## src/rtl/lppd_pkg.sv

```systemverilog
// Package with the shared constants and types of the packet deframer.
`default_nettype none
package lppd_pkg;

  localparam int HDR_BYTES = 8;
  localparam int HDR_IDX_W = (HDR_BYTES > 1) ? $clog2(HDR_BYTES) : 1;
  localparam int LEN_W = 16;
  localparam int QUEUE_DEPTH = 4;
  localparam int QPTR_W = $clog2(QUEUE_DEPTH);
  localparam logic [LEN_W-1:0] MAX_LEN_RESET = 16'd29000;

  typedef enum logic [1:0] {
    CMD_BODY = 2'd0,
    CMD_DROP = 2'd1,
    CMD_HDR  = 2'd2
  } cmd_kind_t;

  typedef struct packed {
    cmd_kind_t                   kind;
    logic [7:0]                  data;
    logic                        last;
    logic [HDR_BYTES-1:0][7:0]   hdr;
  } cmd_t;

endpackage
`default_nettype wire

```

## src/rtl/lppd_if.sv

```systemverilog
// Handshake interfaces for the byte input, the result output and the configuration write.
`default_nettype none
interface lppd_rx_if;
  logic       valid;
  logic       ready;
  logic       func;
  logic [7:0] data_byte;
  modport source (output valid, func, data_byte, input ready);
  modport sink (input valid, func, data_byte, output ready);
endinterface

interface lppd_pkt_if;
  logic       valid;
  logic       ready;
  logic [7:0] out_byte;
  logic       last_in_packet;
  logic       header_dropped;
  modport source (output valid, out_byte, last_in_packet, header_dropped, input ready);
  modport sink (input valid, out_byte, last_in_packet, header_dropped, output ready);
endinterface

interface lppd_cfg_if;
  logic        valid;
  logic        ready;
  logic [15:0] data;
  modport source (output valid, data, input ready);
  modport sink (input valid, data, output ready);
endinterface
`default_nettype wire

```

## src/rtl/lppd_queue.sv

```systemverilog
// Small command queue between the deframer front and back ends.
`default_nettype none
module lppd_queue (
  input  wire logic            clk,
  input  wire logic            rst,
  input  wire logic            push,
  input  wire lppd_pkg::cmd_t  push_data,
  output logic                 full,
  input  wire logic            pop,
  output lppd_pkg::cmd_t       pop_data,
  output logic                 empty
);

  lppd_pkg::cmd_t                  entries [lppd_pkg::QUEUE_DEPTH];
  logic [lppd_pkg::QPTR_W-1:0]     wr_ptr;
  logic [lppd_pkg::QPTR_W-1:0]     rd_ptr;
  logic [lppd_pkg::QPTR_W:0]       count;

  assign full     = (count == (lppd_pkg::QPTR_W+1)'(lppd_pkg::QUEUE_DEPTH));
  assign empty    = (count == '0);
  assign pop_data = entries[rd_ptr];

  always_ff @(posedge clk) begin
    if (rst) begin
      wr_ptr <= '0;
      rd_ptr <= '0;
      count  <= '0;
    end else begin
      if (push) begin
        wr_ptr <= wr_ptr + lppd_pkg::QPTR_W'(1);
      end
      if (pop) begin
        rd_ptr <= rd_ptr + lppd_pkg::QPTR_W'(1);
      end
      if (push && !pop) begin
        count <= count + (lppd_pkg::QPTR_W+1)'(1);
      end else if (pop && !push) begin
        count <= count - (lppd_pkg::QPTR_W+1)'(1);
      end
    end
  end

  always_ff @(posedge clk) begin
    if (push) begin
      entries[wr_ptr] <= push_data;
    end
  end

endmodule
`default_nettype wire

```

## src/rtl/lppd_front.sv

```systemverilog
// Front end: gathers headers, checks the packet length and tracks the body.
`default_nettype none
module lppd_front (
  input  wire logic                      clk,
  input  wire logic                      rst,
  lppd_rx_if.sink                        rx,
  input  wire logic [lppd_pkg::LEN_W-1:0] max_len,
  input  wire logic                      q_full,
  output logic                           push,
  output lppd_pkg::cmd_t                 cmd
);

  logic                                    in_body;
  logic [lppd_pkg::HDR_IDX_W-1:0]          hdr_count;
  logic [lppd_pkg::LEN_W-1:0]              body_rem;
  logic [lppd_pkg::HDR_BYTES-1:0][7:0]     hdr_store;

  logic [lppd_pkg::HDR_BYTES-1:0][7:0]     hdr_cur;
  logic [lppd_pkg::LEN_W-1:0]              pkt_len;
  logic [lppd_pkg::LEN_W-1:0]              rem_dec;
  logic                                    hdr_done;
  logic                                    len_bad;
  logic                                    hdr_only;
  logic                                    accept;

  assign rx.ready = !q_full;
  assign accept   = rx.valid && rx.ready;

  always_comb begin
    hdr_cur = hdr_store;
    hdr_cur[hdr_count] = rx.data_byte;
  end

  assign pkt_len  = {hdr_cur[0], hdr_cur[1]};
  assign hdr_done = (hdr_count == lppd_pkg::HDR_IDX_W'(lppd_pkg::HDR_BYTES - 1));
  assign len_bad  = (pkt_len < lppd_pkg::LEN_W'(lppd_pkg::HDR_BYTES)) || (pkt_len > max_len);
  assign hdr_only = (pkt_len == lppd_pkg::LEN_W'(lppd_pkg::HDR_BYTES));
  assign rem_dec  = (body_rem != '0) ? body_rem - lppd_pkg::LEN_W'(1) : '0;

  assign push = accept && !rx.func && (in_body || hdr_done);

  always_comb begin
    cmd.data = rx.data_byte;
    cmd.hdr  = hdr_cur;
    if (in_body) begin
      cmd.kind = lppd_pkg::CMD_BODY;
      cmd.last = (rem_dec == '0);
    end else begin
      cmd.kind = len_bad ? lppd_pkg::CMD_DROP : lppd_pkg::CMD_HDR;
      cmd.last = hdr_only;
    end
  end

  always_ff @(posedge clk) begin
    if (rst) begin
      in_body   <= 1'b0;
      hdr_count <= '0;
      body_rem  <= '0;
    end else if (accept) begin
      if (rx.func) begin
        in_body   <= 1'b0;
        hdr_count <= '0;
        body_rem  <= '0;
      end else if (in_body) begin
        body_rem <= rem_dec;
        if (rem_dec == '0) begin
          in_body <= 1'b0;
        end
      end else begin
        hdr_count <= hdr_done ? '0 : hdr_count + lppd_pkg::HDR_IDX_W'(1);
        if (hdr_done && !len_bad && !hdr_only) begin
          in_body  <= 1'b1;
          body_rem <= pkt_len - lppd_pkg::LEN_W'(lppd_pkg::HDR_BYTES);
        end
      end
    end
  end

  always_ff @(posedge clk) begin
    if (accept && !rx.func && !in_body) begin
      hdr_store[hdr_count] <= rx.data_byte;
    end
  end

endmodule
`default_nettype wire

```

## src/rtl/lppd_back.sv

```systemverilog
// Back end: turns queued commands into output beats through an output register.
`default_nettype none
module lppd_back (
  input  wire logic            clk,
  input  wire logic            rst,
  input  wire logic            q_empty,
  input  wire lppd_pkg::cmd_t  q_data,
  output logic                 pop,
  lppd_pkt_if.source           pkt
);

  logic                              busy;
  lppd_pkg::cmd_t                    cur;
  logic [lppd_pkg::HDR_IDX_W-1:0]    idx;

  logic                              out_load;
  logic                              adv;
  logic                              done;
  logic [7:0]                        beat_byte;
  logic                              beat_last;
  logic                              beat_drop;

  assign out_load = !pkt.valid || pkt.ready;
  assign adv      = busy && out_load;
  assign done     = (cur.kind != lppd_pkg::CMD_HDR) ||
                    (idx == lppd_pkg::HDR_IDX_W'(lppd_pkg::HDR_BYTES - 1));
  assign pop      = !q_empty && (!busy || (adv && done));

  always_comb begin
    unique case (cur.kind)
      lppd_pkg::CMD_BODY: begin
        beat_byte = cur.data;
        beat_last = cur.last;
        beat_drop = 1'b0;
      end
      lppd_pkg::CMD_HDR: begin
        beat_byte = cur.hdr[idx];
        beat_last = cur.last && done;
        beat_drop = 1'b0;
      end
      default: begin
        beat_byte = 8'd0;
        beat_last = 1'b0;
        beat_drop = 1'b1;
      end
    endcase
  end

  always_ff @(posedge clk) begin
    if (rst) begin
      busy      <= 1'b0;
      idx       <= '0;
      pkt.valid <= 1'b0;
    end else begin
      if (out_load) begin
        pkt.valid <= adv;
      end
      if (pop) begin
        busy <= 1'b1;
        idx  <= '0;
      end else if (adv) begin
        if (done) begin
          busy <= 1'b0;
        end else begin
          idx <= idx + lppd_pkg::HDR_IDX_W'(1);
        end
      end
    end
  end

  always_ff @(posedge clk) begin
    if (pop) begin
      cur <= q_data;
    end
  end

  always_ff @(posedge clk) begin
    if (adv) begin
      pkt.out_byte       <= beat_byte;
      pkt.last_in_packet <= beat_last;
      pkt.header_dropped <= beat_drop;
    end
  end

endmodule
`default_nettype wire

```

## src/rtl/length_prefixed_packet_deframer.sv

```systemverilog
// Top level of the length-prefixed packet deframer.
// The block takes one beat per cycle on rx and gives at most one beat per cycle on pkt.
// A data byte that completes an 8-byte header releases the whole header as 8 output
// beats, or one drop beat if its length is out of range; a body byte gives one. Those
// bursts and any output stall are absorbed by a 4-entry command queue between the
// header/length front end and the beat-emitting back end, and rx stalls only when that
// queue is full. An accepted byte passes the queue entry and the back-end command register
// before the output register. The maximum packet length register resets to 29000 and
// is written through cfg, which is always ready.
`default_nettype none
module length_prefixed_packet_deframer (
  input  wire logic   clk,
  input  wire logic   rst,
  lppd_rx_if.sink     rx,
  lppd_pkt_if.source  pkt,
  lppd_cfg_if.sink    cfg
);

  logic [lppd_pkg::LEN_W-1:0] max_len;
  logic                       q_push;
  logic                       q_pop;
  logic                       q_full;
  logic                       q_empty;
  lppd_pkg::cmd_t             push_cmd;
  lppd_pkg::cmd_t             head_cmd;

  assign cfg.ready = 1'b1;

  always_ff @(posedge clk) begin
    if (rst) begin
      max_len <= lppd_pkg::MAX_LEN_RESET;
    end else if (cfg.valid && cfg.ready) begin
      max_len <= cfg.data;
    end
  end

  lppd_front u_front (
    .clk     (clk),
    .rst     (rst),
    .rx      (rx),
    .max_len (max_len),
    .q_full  (q_full),
    .push    (q_push),
    .cmd     (push_cmd)
  );

  lppd_queue u_queue (
    .clk       (clk),
    .rst       (rst),
    .push      (q_push),
    .push_data (push_cmd),
    .full      (q_full),
    .pop       (q_pop),
    .pop_data  (head_cmd),
    .empty     (q_empty)
  );

  lppd_back u_back (
    .clk     (clk),
    .rst     (rst),
    .q_empty (q_empty),
    .q_data  (head_cmd),
    .pop     (q_pop),
    .pkt     (pkt)
  );

endmodule
`default_nettype wire

```

## src/flat_wrapper.sv

```systemverilog
// flat-port wrapper written by rule: the top's interface ports become plain ports
module length_prefixed_packet_deframer_flat 
  (clk, rst, rx_valid, rx_func, rx_data_byte, rx_ready, pkt_valid, pkt_out_byte, pkt_last_in_packet, pkt_header_dropped, pkt_ready, cfg_valid, cfg_data, cfg_ready);
  lppd_rx_if rx_i ();
  lppd_pkt_if pkt_i ();
  lppd_cfg_if cfg_i ();
  input  wire logic clk;
  input  wire logic rst;
  input wire logic [$bits(rx_i.valid)-1:0] rx_valid;
  input wire logic [$bits(rx_i.func)-1:0] rx_func;
  input wire logic [$bits(rx_i.data_byte)-1:0] rx_data_byte;
  output wire logic [$bits(rx_i.ready)-1:0] rx_ready;
  output wire logic [$bits(pkt_i.valid)-1:0] pkt_valid;
  output wire logic [$bits(pkt_i.out_byte)-1:0] pkt_out_byte;
  output wire logic [$bits(pkt_i.last_in_packet)-1:0] pkt_last_in_packet;
  output wire logic [$bits(pkt_i.header_dropped)-1:0] pkt_header_dropped;
  input wire logic [$bits(pkt_i.ready)-1:0] pkt_ready;
  input wire logic [$bits(cfg_i.valid)-1:0] cfg_valid;
  input wire logic [$bits(cfg_i.data)-1:0] cfg_data;
  output wire logic [$bits(cfg_i.ready)-1:0] cfg_ready;
  assign rx_i.valid = rx_valid;
  assign rx_i.func = rx_func;
  assign rx_i.data_byte = rx_data_byte;
  assign rx_ready = rx_i.ready;
  assign pkt_valid = pkt_i.valid;
  assign pkt_out_byte = pkt_i.out_byte;
  assign pkt_last_in_packet = pkt_i.last_in_packet;
  assign pkt_header_dropped = pkt_i.header_dropped;
  assign pkt_i.ready = pkt_ready;
  assign cfg_i.valid = cfg_valid;
  assign cfg_i.data = cfg_data;
  assign cfg_ready = cfg_i.ready;
  length_prefixed_packet_deframer u_core (.clk(clk), .rst(rst), .rx(rx_i), .pkt(pkt_i), .cfg(cfg_i));
endmodule
```

## config.mk

```make
export PLATFORM = sky130hd
export DESIGN_NAME = length_prefixed_packet_deframer_flat
export DESIGN_NICKNAME = d
export VERILOG_FILES = /design/src/rtl/lppd_pkg.sv /design/src/rtl/lppd_if.sv /design/src/rtl/lppd_queue.sv /design/src/rtl/lppd_front.sv /design/src/rtl/lppd_back.sv /design/src/rtl/length_prefixed_packet_deframer.sv /design/src/flat_wrapper.sv
export SDC_FILE = /design/constraint.sdc
export NUM_CORES = 1
export LEC_CHECK = 0
export ABC_AREA = 1
export ABC_CLOCK_PERIOD_IN_PS = 8000
export BUFFER_PORTS_ARGS = -buffer_cell sky130_fd_sc_hd__buf_2
export CAP_MARGIN = 20
export CORE_MARGIN = 3
export CORE_UTILIZATION = 25
export CTS_BUF_LIST = sky130_fd_sc_hd__clkbuf_2
export DETAILED_ROUTE_END_ITERATION = 10
export GPL_TIMING_DRIVEN = 0
export PLACE_DENSITY_LB_ADDON = 0.25
export SLEW_MARGIN = 20
export SYNTH_ARGS = -nofsm -noshare
export SYNTH_HDL_FRONTEND = slang
export SYNTH_SLANG_ARGS = --single-unit
```

## constraint.sdc

```tcl
create_clock -name clk -period 8 [get_ports clk]
set_input_delay 0 -clock clk [delete_from_list [all_inputs] [get_ports clk]]
set_output_delay 0 -clock clk [all_outputs]
set_load 0.02 [all_outputs]
```

**Word level (Yosys, flattened, before mapping)**

Memory sizes are Yosys's and may differ from the RTL's. A register that Yosys moved wholly into a read port is not among the register bits.
Index checks and enable logic that the tools add are counted.

- Register bits: 122
- Bits in writable memories: 300
- Bits of input ports: 30
- Output and inout bits: 13
- Memories kept: 1

Memories:

| name | words | bits a word | rd ports | clocked after Yosys merged registers in | write ports | line | RTL |
|---|---|---|---|---|---|---|---|
| u_core.u_queue.entries | 4 | 75 | 1 | 1 | 1 | lppd_queue.sv:14 | `lppd_pkg::cmd_t entries [lppd_pkg::QUEUE_DEPTH];` |

- Add/subtract/negate cells: 8
- Order comparisons: 5
- Eq/ne operators: 7
- Multiplexer cells: 29
- Bitwise operators: 1
- Reductions and logical operators: 42

Operator list:

| operator | number |
|---|---|
| $bwmux W64 | 1 |
| $mux W16 | 4 |
| $bmux W8 S3 | 1 |
| $demux W8 S3 | 1 |
| $eq A16 B4 Y1 const B | 1 |
| $gt A16 B16 Y1 | 1 |
| $logic_not A16 Y1 | 1 |
| $lt A16 B4 Y1 const B | 1 |
| $mux W8 | 2 |
| $pmux W8 S2 | 1 |
| $reduce_bool A16 Y1 | 1 |
| $sub A16 B1 Y16 const B | 1 |
| $sub A16 B4 Y16 const B | 1 |
| $mux W3 | 5 |
| $logic_and A1 B1 Y1 | 13 |
| $mux W1 | 11 |
| $logic_not A1 Y1 | 10 |
| $add A3 B1 Y3 const B | 3 |
| $eq A3 B3 Y1 const B | 3 |
| $lt A3 B4 Y1 const B | 2 |
| $reduce_and A2 Y1 | 4 |
| $reduce_bool A2 Y1 | 3 |
| $logic_or A1 B1 Y1 | 5 |
| $add A2 B1 Y2 const B | 2 |
| other kinds (11) | 14 |

**Longest topological paths before layout**

- Word-level depth: 13
- Depth in mapped cells: 23
- Depth with buffers taken out: 22

**By module**

From an unflattened synthesis, not the netlist that was laid out.

- Cells, all modules: 1902
- Area, all modules: 22081.2 sq um

Modules (own cells, without submodules):

| module | times used | cells an instance | area each (sq um) | sequential area each (sq um) |
|---|---|---|---|---|
| lppd_queue | 1 | 783 | 12319.3 | 9188.8 |
| lppd_front | 1 | 696 | 5390.2 | 2322.2 |
| lppd_back | 1 | 331 | 3711.1 | 2652.5 |
| length_prefixed_packet_deframer | 1 | 92 | 660.6 | 320.3 |

**Worst setup path before layout**

No wires, ideal clock.

- Kind: register to register
- Start point: register u_core.u_back.idx[1] (netlist bit)
- End point: register u_core.u_queue.count[1] (netlist bit)
- Arrival: 5505 ps
- Slack: 2379 ps
- Stages on the path, launching flop included: 13
- Clock period less this slack: 5621 ps
- Path through: dfxtp_1 > ha_1 > ha_1 > nor2_1 > nand2_1 > a21oi_1 > nor2_1 > inv_1 > ha_1 > inv_1 > fa_1 > o21ai_0 > nor2_1

- Word-level cells in the longest chain between the ends: 8
- Elaborated cells on any way between the ends: 10
- Those cells by class: eq/ne: 1; mux: 1; reduce/logical: 8

RTL lines:

| what | line | RTL |
|---|---|---|
| start: declaration | lppd_back.sv:14 | `logic [lppd_pkg::HDR_IDX_W-1:0] idx;` |
| start signal: assignment | lppd_back.sv:65 | `idx <= idx + lppd_pkg::HDR_IDX_W'(1);` |
| $eq A3 B3 Y1 * | lppd_back.sv:26 | `(idx == lppd_pkg::HDR_IDX_W'(lppd_pkg::HDR_BYTES - 1));` |
| $logic_or A1 B1 Y1 * | lppd_back.sv:25 | `assign done = (cur.kind != lppd_pkg::CMD_HDR) \|\|` |
| $logic_and A1 B1 Y1 * | lppd_back.sv:27 | `assign pop = !q_empty && (!busy \|\| (adv && done));` |
| $logic_or A1 B1 Y1 * | lppd_back.sv:27 |  |
| $logic_and A1 B1 Y1 * | lppd_back.sv:27 |  |
| named net u_core.q_pop | length_prefixed_packet_deframer.sv:21 | `logic q_pop;` |
| $logic_not A1 Y1 | lppd_queue.sv:35 | `if (push && !pop) begin` |
| $logic_and A1 B1 Y1 | lppd_queue.sv:35 |  |
| $mux W3 / $reduce_bool A2 Y1 (equally long branches) | - |  |
| end signal: assignment | lppd_queue.sv:36 | `count <= count + (lppd_pkg::QPTR_W+1)'(1);` |
| end signal: assignment | lppd_queue.sv:38 | `count <= count - (lppd_pkg::QPTR_W+1)'(1);` |
| end: declaration | lppd_queue.sv:17 | `logic [lppd_pkg::QPTR_W:0] count;` |

Mark *: on every way through the listed nets, which the timed path passes. The rest lies on a longest branch.
A chain may end at the register's enable or synchronous reset.

==> results.sh <==
export IMPL_firstDrtPassIters=5
export IMPL_numPortBuffers=40
export IMPL_synthArstFlopShare_pct=0
export IMPL_ant_nets=0
export IMPL_grt_max_degree=29
export IMPL_synth_edf_count=449
export IMPL_yosysMostFrequentCell="edfxtp_1"
export IMPL_io_pins=43
export IMPL_die_y_um=293.0
export IMPL_post_cts_buffers=0
export IMPL_syn_inst=1773
export IMPL_avgViaCountPerCell=4.608
export IMPL_drc_errors=0
export IMPL_layout_drive_gt1_share_pct=14.46
export IMPL_max_stage_delay_ps=800
export IMPL_vias=14841
export IMPL_seqPwrFrac_pct=47.5
export IMPL_wirelength_mm=61.79
export IMPL_timing_hold_ws_ps=190.6
export IMPL_fin_crit_sh_pct=49.44
export IMPL_synth_area_sq_um=20590
export IMPL_cts_tree="yes"
export IMPL_switching_power_mw=2.696
export IMPL_crit_path_end_kind="register"
export IMPL_synth_seq_cells=497
export IMPL_fmax_mhz=252.8
export IMPL_antenna_found_initial=3
export IMPL_worstRegToRegCells=17
export IMPL_path_clk_slew_ps=110
export IMPL_fin_area_sq_um=24820
export IMPL_slowest_stage="o21ai_0"
export IMPL_worst_slew_pin_slew_ps=1083
export IMPL_hold_path_startpoint="rx_data_byte[2]"
export IMPL_worstPathCellList="nor2_4 > nand2_4 > buf_6 > o21ai_0 > ha_1 > a21oi_1 > o21ai_0 > nor2_1 > nand2_1 > nand2_1 > nand2_1 > nand2_1 > nand2_1 > inv_1 > nand3_1 > a21oi_1 > dlygate4sd3_1"
export IMPL_worstSetupPathType="reg -> reg"
export IMPL_yosys_area_top_type="edfxtp_1"
export IMPL_utilization_pct=30.61
export IMPL_cts_buffer_depth=3
export IMPL_cts_root_buf="clkbuf_2"
export IMPL_core_sq_um=81070
export IMPL_overflow=0
export IMPL_cts_buffers_inserted=133
export IMPL_leakage_nw=9.003
export IMPL_crit_fanout=10
export IMPL_die_area_sq_um=85860
export IMPL_cp_data_required_time_ps=9170
export IMPL_grt_pass1_vias=14876
export IMPL_clockPowerShare_pct=24.2
export IMPL_hpwl_mm=40.59
export IMPL_synth_distinct_cells=39
export IMPL_maxCapViolCount=0
export IMPL_combPwrFrac_pct=28.3
export IMPL_start_kind="register"
export IMPL_hold_path_depth=7
export IMPL_start_util_pct=25.40
export IMPL_ir_worst_vdd_mv=0.1427
export IMPL_pre_cts_ws_ps=4474
export IMPL_clock_latency_ps=1270
export IMPL_power_density_nw_per_um2=294.1
export IMPL_ys_top_cells_by_count="edfxtp_1 (449), nor2_1 (283), o21ai_0 (247)"
export IMPL_slew_violations=0
export IMPL_grt_pass1_wl_mm=91.64
export IMPL_reg2reg_to="u_core.u_front.in_body$_SDFFE_PP0P_"
export IMPL_finalSetupTns_ps=0
export IMPL_htreeDepth=4
export IMPL_yosysTopAreaCellShare_pct=65.47
export IMPL_reg2reg_from="u_core.u_front.hdr_count[1]$_SDFFE_PP0P_"
export IMPL_status="finished clean"
export IMPL_grt_setup_unrepaired="false"
export IMPL_swShare_pct=36.95
export IMPL_ff2ff_setup_slack_ps=4040
export IMPL_synthFlopType="edfxtp_1"
export IMPL_cts_sinks=497
export IMPL_die_w_um=293.0
export IMPL_setup_viol=0
export IMPL_finalHoldViolCount=0
export IMPL_cp_common_cell="nand2_1"
export IMPL_hp_class="in -> reg"
export IMPL_first_iter_violations=1194
export IMPL_period_minus_slack_ps=3956
export IMPL_synth_seq_area_share_pct=70.13
export IMPL_gp_congestion=0.8843
export IMPL_yosys_top_cells_area="edfxtp_1 (65%), o21ai_0 (6.0%), nor2_1 (5.2%)"
export IMPL_finClkSkew_ps=104.6
export IMPL_syn_nets=1832
export IMPL_yosysWarningCount=0
export IMPL_p_int_mw=4.601
export IMPL_syn_avg_cell_area_sq_um=11.62
export IMPL_placedInstanceArea_sq_um=22660
export IMPL_wl_per_cell_um=19.18
export IMPL_track_usage_pct=14.33
export IMPL_worst_slack_ps=4045
export IMPL_arrival_ps=5120
export IMPL_area_delta_synth_final_pct=20.49
export IMPL_slew_headroom_pct=27.28
export IMPL_rows=104
export IMPL_hold_path_end="u_core.u_front.body_rem[2]$_SDFFE_PP0P_"
export IMPL_nNetsFinal=2127
export IMPL_cts_resized=0
[placed cells by master, fill, tap and decap left out, types with 9 or more instances in the layout]
cell type / netlist / routed
a21oi_1: 61 / 61
buf_12: 0 / 15
buf_2: 3 / 43
clkbuf_1: 76 / 76
clkbuf_2: 0 / 191
clkinv_1: 3 / 21
dfxtp_1: 48 / 48
dlygate4sd3_1: 0 / 98
edfxtp_1: 449 / 449
ha_1: 28 / 28
inv_1: 100 / 100
nand2_1: 218 / 218
nand2_2: 9 / 9
nand3_1: 73 / 73
nand4_1: 9 / 9
nor2_1: 283 / 277
o21ai_0: 247 / 247
o22ai_1: 79 / 79
[per-stage QoR]
| step | std cells | power, mW |
|---|---|---|
| final | 3221 | 7.297 |
| after global routing | 3221 | 7.735 |
| after CTS | 3217 | 7.380 |
| after detailed placement | 2895 | 5.559 |
| after global placement | 2873 | 5.503 |
| after floorplan | 1773 | 4.651 |
[worst max-delay path by stage]
stage | start | end | slack, ps | cells past startpoint
floorplan | u_core.u_back.idx[1]$_SDFFE_PP0P_ | u_core.u_queue.count[1]$_SDFFE_PP0P_ | 2380 | 12
global placement | u_core.u_queue.count[0]$_SDFFE_PP0P_ | u_core.u_queue.entries[0][31]$_DFFE_PP_ | -610 | 8
detailed placement | u_core.u_front.hdr_count[1]$_SDFFE_PP0P_ | u_core.u_front.body_rem[14]$_SDFFE_PP0P_ | 4470 | 16
CTS | u_core.u_front.hdr_count[1]$_SDFFE_PP0P_ | u_core.u_front.in_body$_SDFFE_PP0P_ | 4080 | 17
global route | u_core.u_front.hdr_count[1]$_SDFFE_PP0P_ | u_core.u_front.in_body$_SDFFE_PP0P_ | 3810 | 17
finish | u_core.u_front.hdr_count[1]$_SDFFE_PP0P_ | u_core.u_front.in_body$_SDFFE_PP0P_ | 4040 | 17
[sequential cells by signal (all words and copies together) (netlist names), 2 cells and up]
name and flops:
u_core.u_back.cur 75, u_core.u_front.body_rem 16, u_core.u_back.idx 3, u_core.u_front.hdr_count 3, u_core.u_queue.count 3, u_core.u_front.hdr_store 64
u_core.max_len 16, u_core.u_queue.entries 300, u_core.u_queue.wr_ptr 2, u_core.u_back.pkt.out_byte 8, u_core.u_queue.rd_ptr 2
[layout make-up]
class / count / area, sq um
antenna: 4 / 10.01
buffer: 88 / 379.1
clock buffer: 191 / 955.9
clock inverter: 33 / 209.0
fill: 8285 / 56250
inverter: 106 / 397.9
multi-input combinational: 1082 / 5419
sequential: 497 / 14440
tap: 1060 / 1326
timing repair buffer: 160 / 1674
[cell families after synthesis]
group / count (synthesis) / share of synthesized area (%)
adders and majority gates: 29 / 1.798
xor gates and xnor gates: 5 / 0.2126
other: 1 / 0.01821
and+or+nand+nor: 613 / 12.26
AOI/OAI and AO/OA: 426 / 11.42
muxes: 8 / 0.3888
DFF: 497 / 70.13
buffers and inverters: 194 / 3.773
[repair_timing]
item                       4_1_cts  5_1_grt
hold buffers                    98        0
hold endpoints to repair       497        0
setup endpoints to repair        0        0
[per-layer routing]
metal | global-route usage, % | part of all wire (%) | vias to the layer above
met4 | 4.893 | 2.0 | 0
met2 | 23.73 | 48 | 456
met1 | 18.59 | 44 | 7264
met5 | 0 | 0 | -
met3 | 3.159 | 5.9 | 94
li1 | - | - | 7027
[power groups by stage]
stage                     Sequential [mW]  Combinational [mW]  Clock (mW)
final                                3.46                2.07        1.76
after global routing                 3.49                2.27        1.97
after CTS                            3.47                2.08        1.83
after detailed placement             3.53                2.03           0
after global placement               3.59                1.91           0
after floorplan                      3.52                1.13           0
[worst max-delay path: cells and delay by family (launching register included)]
family | cells | cell delay (ps)
flops | 1 | 470
buf+inv | 3 | 780
simple gates | 9 | 1110
fa+ha+maj | 1 | 400
compound gates | 4 | 1180
Note: power is estimated with default switching activity, not from simulation.
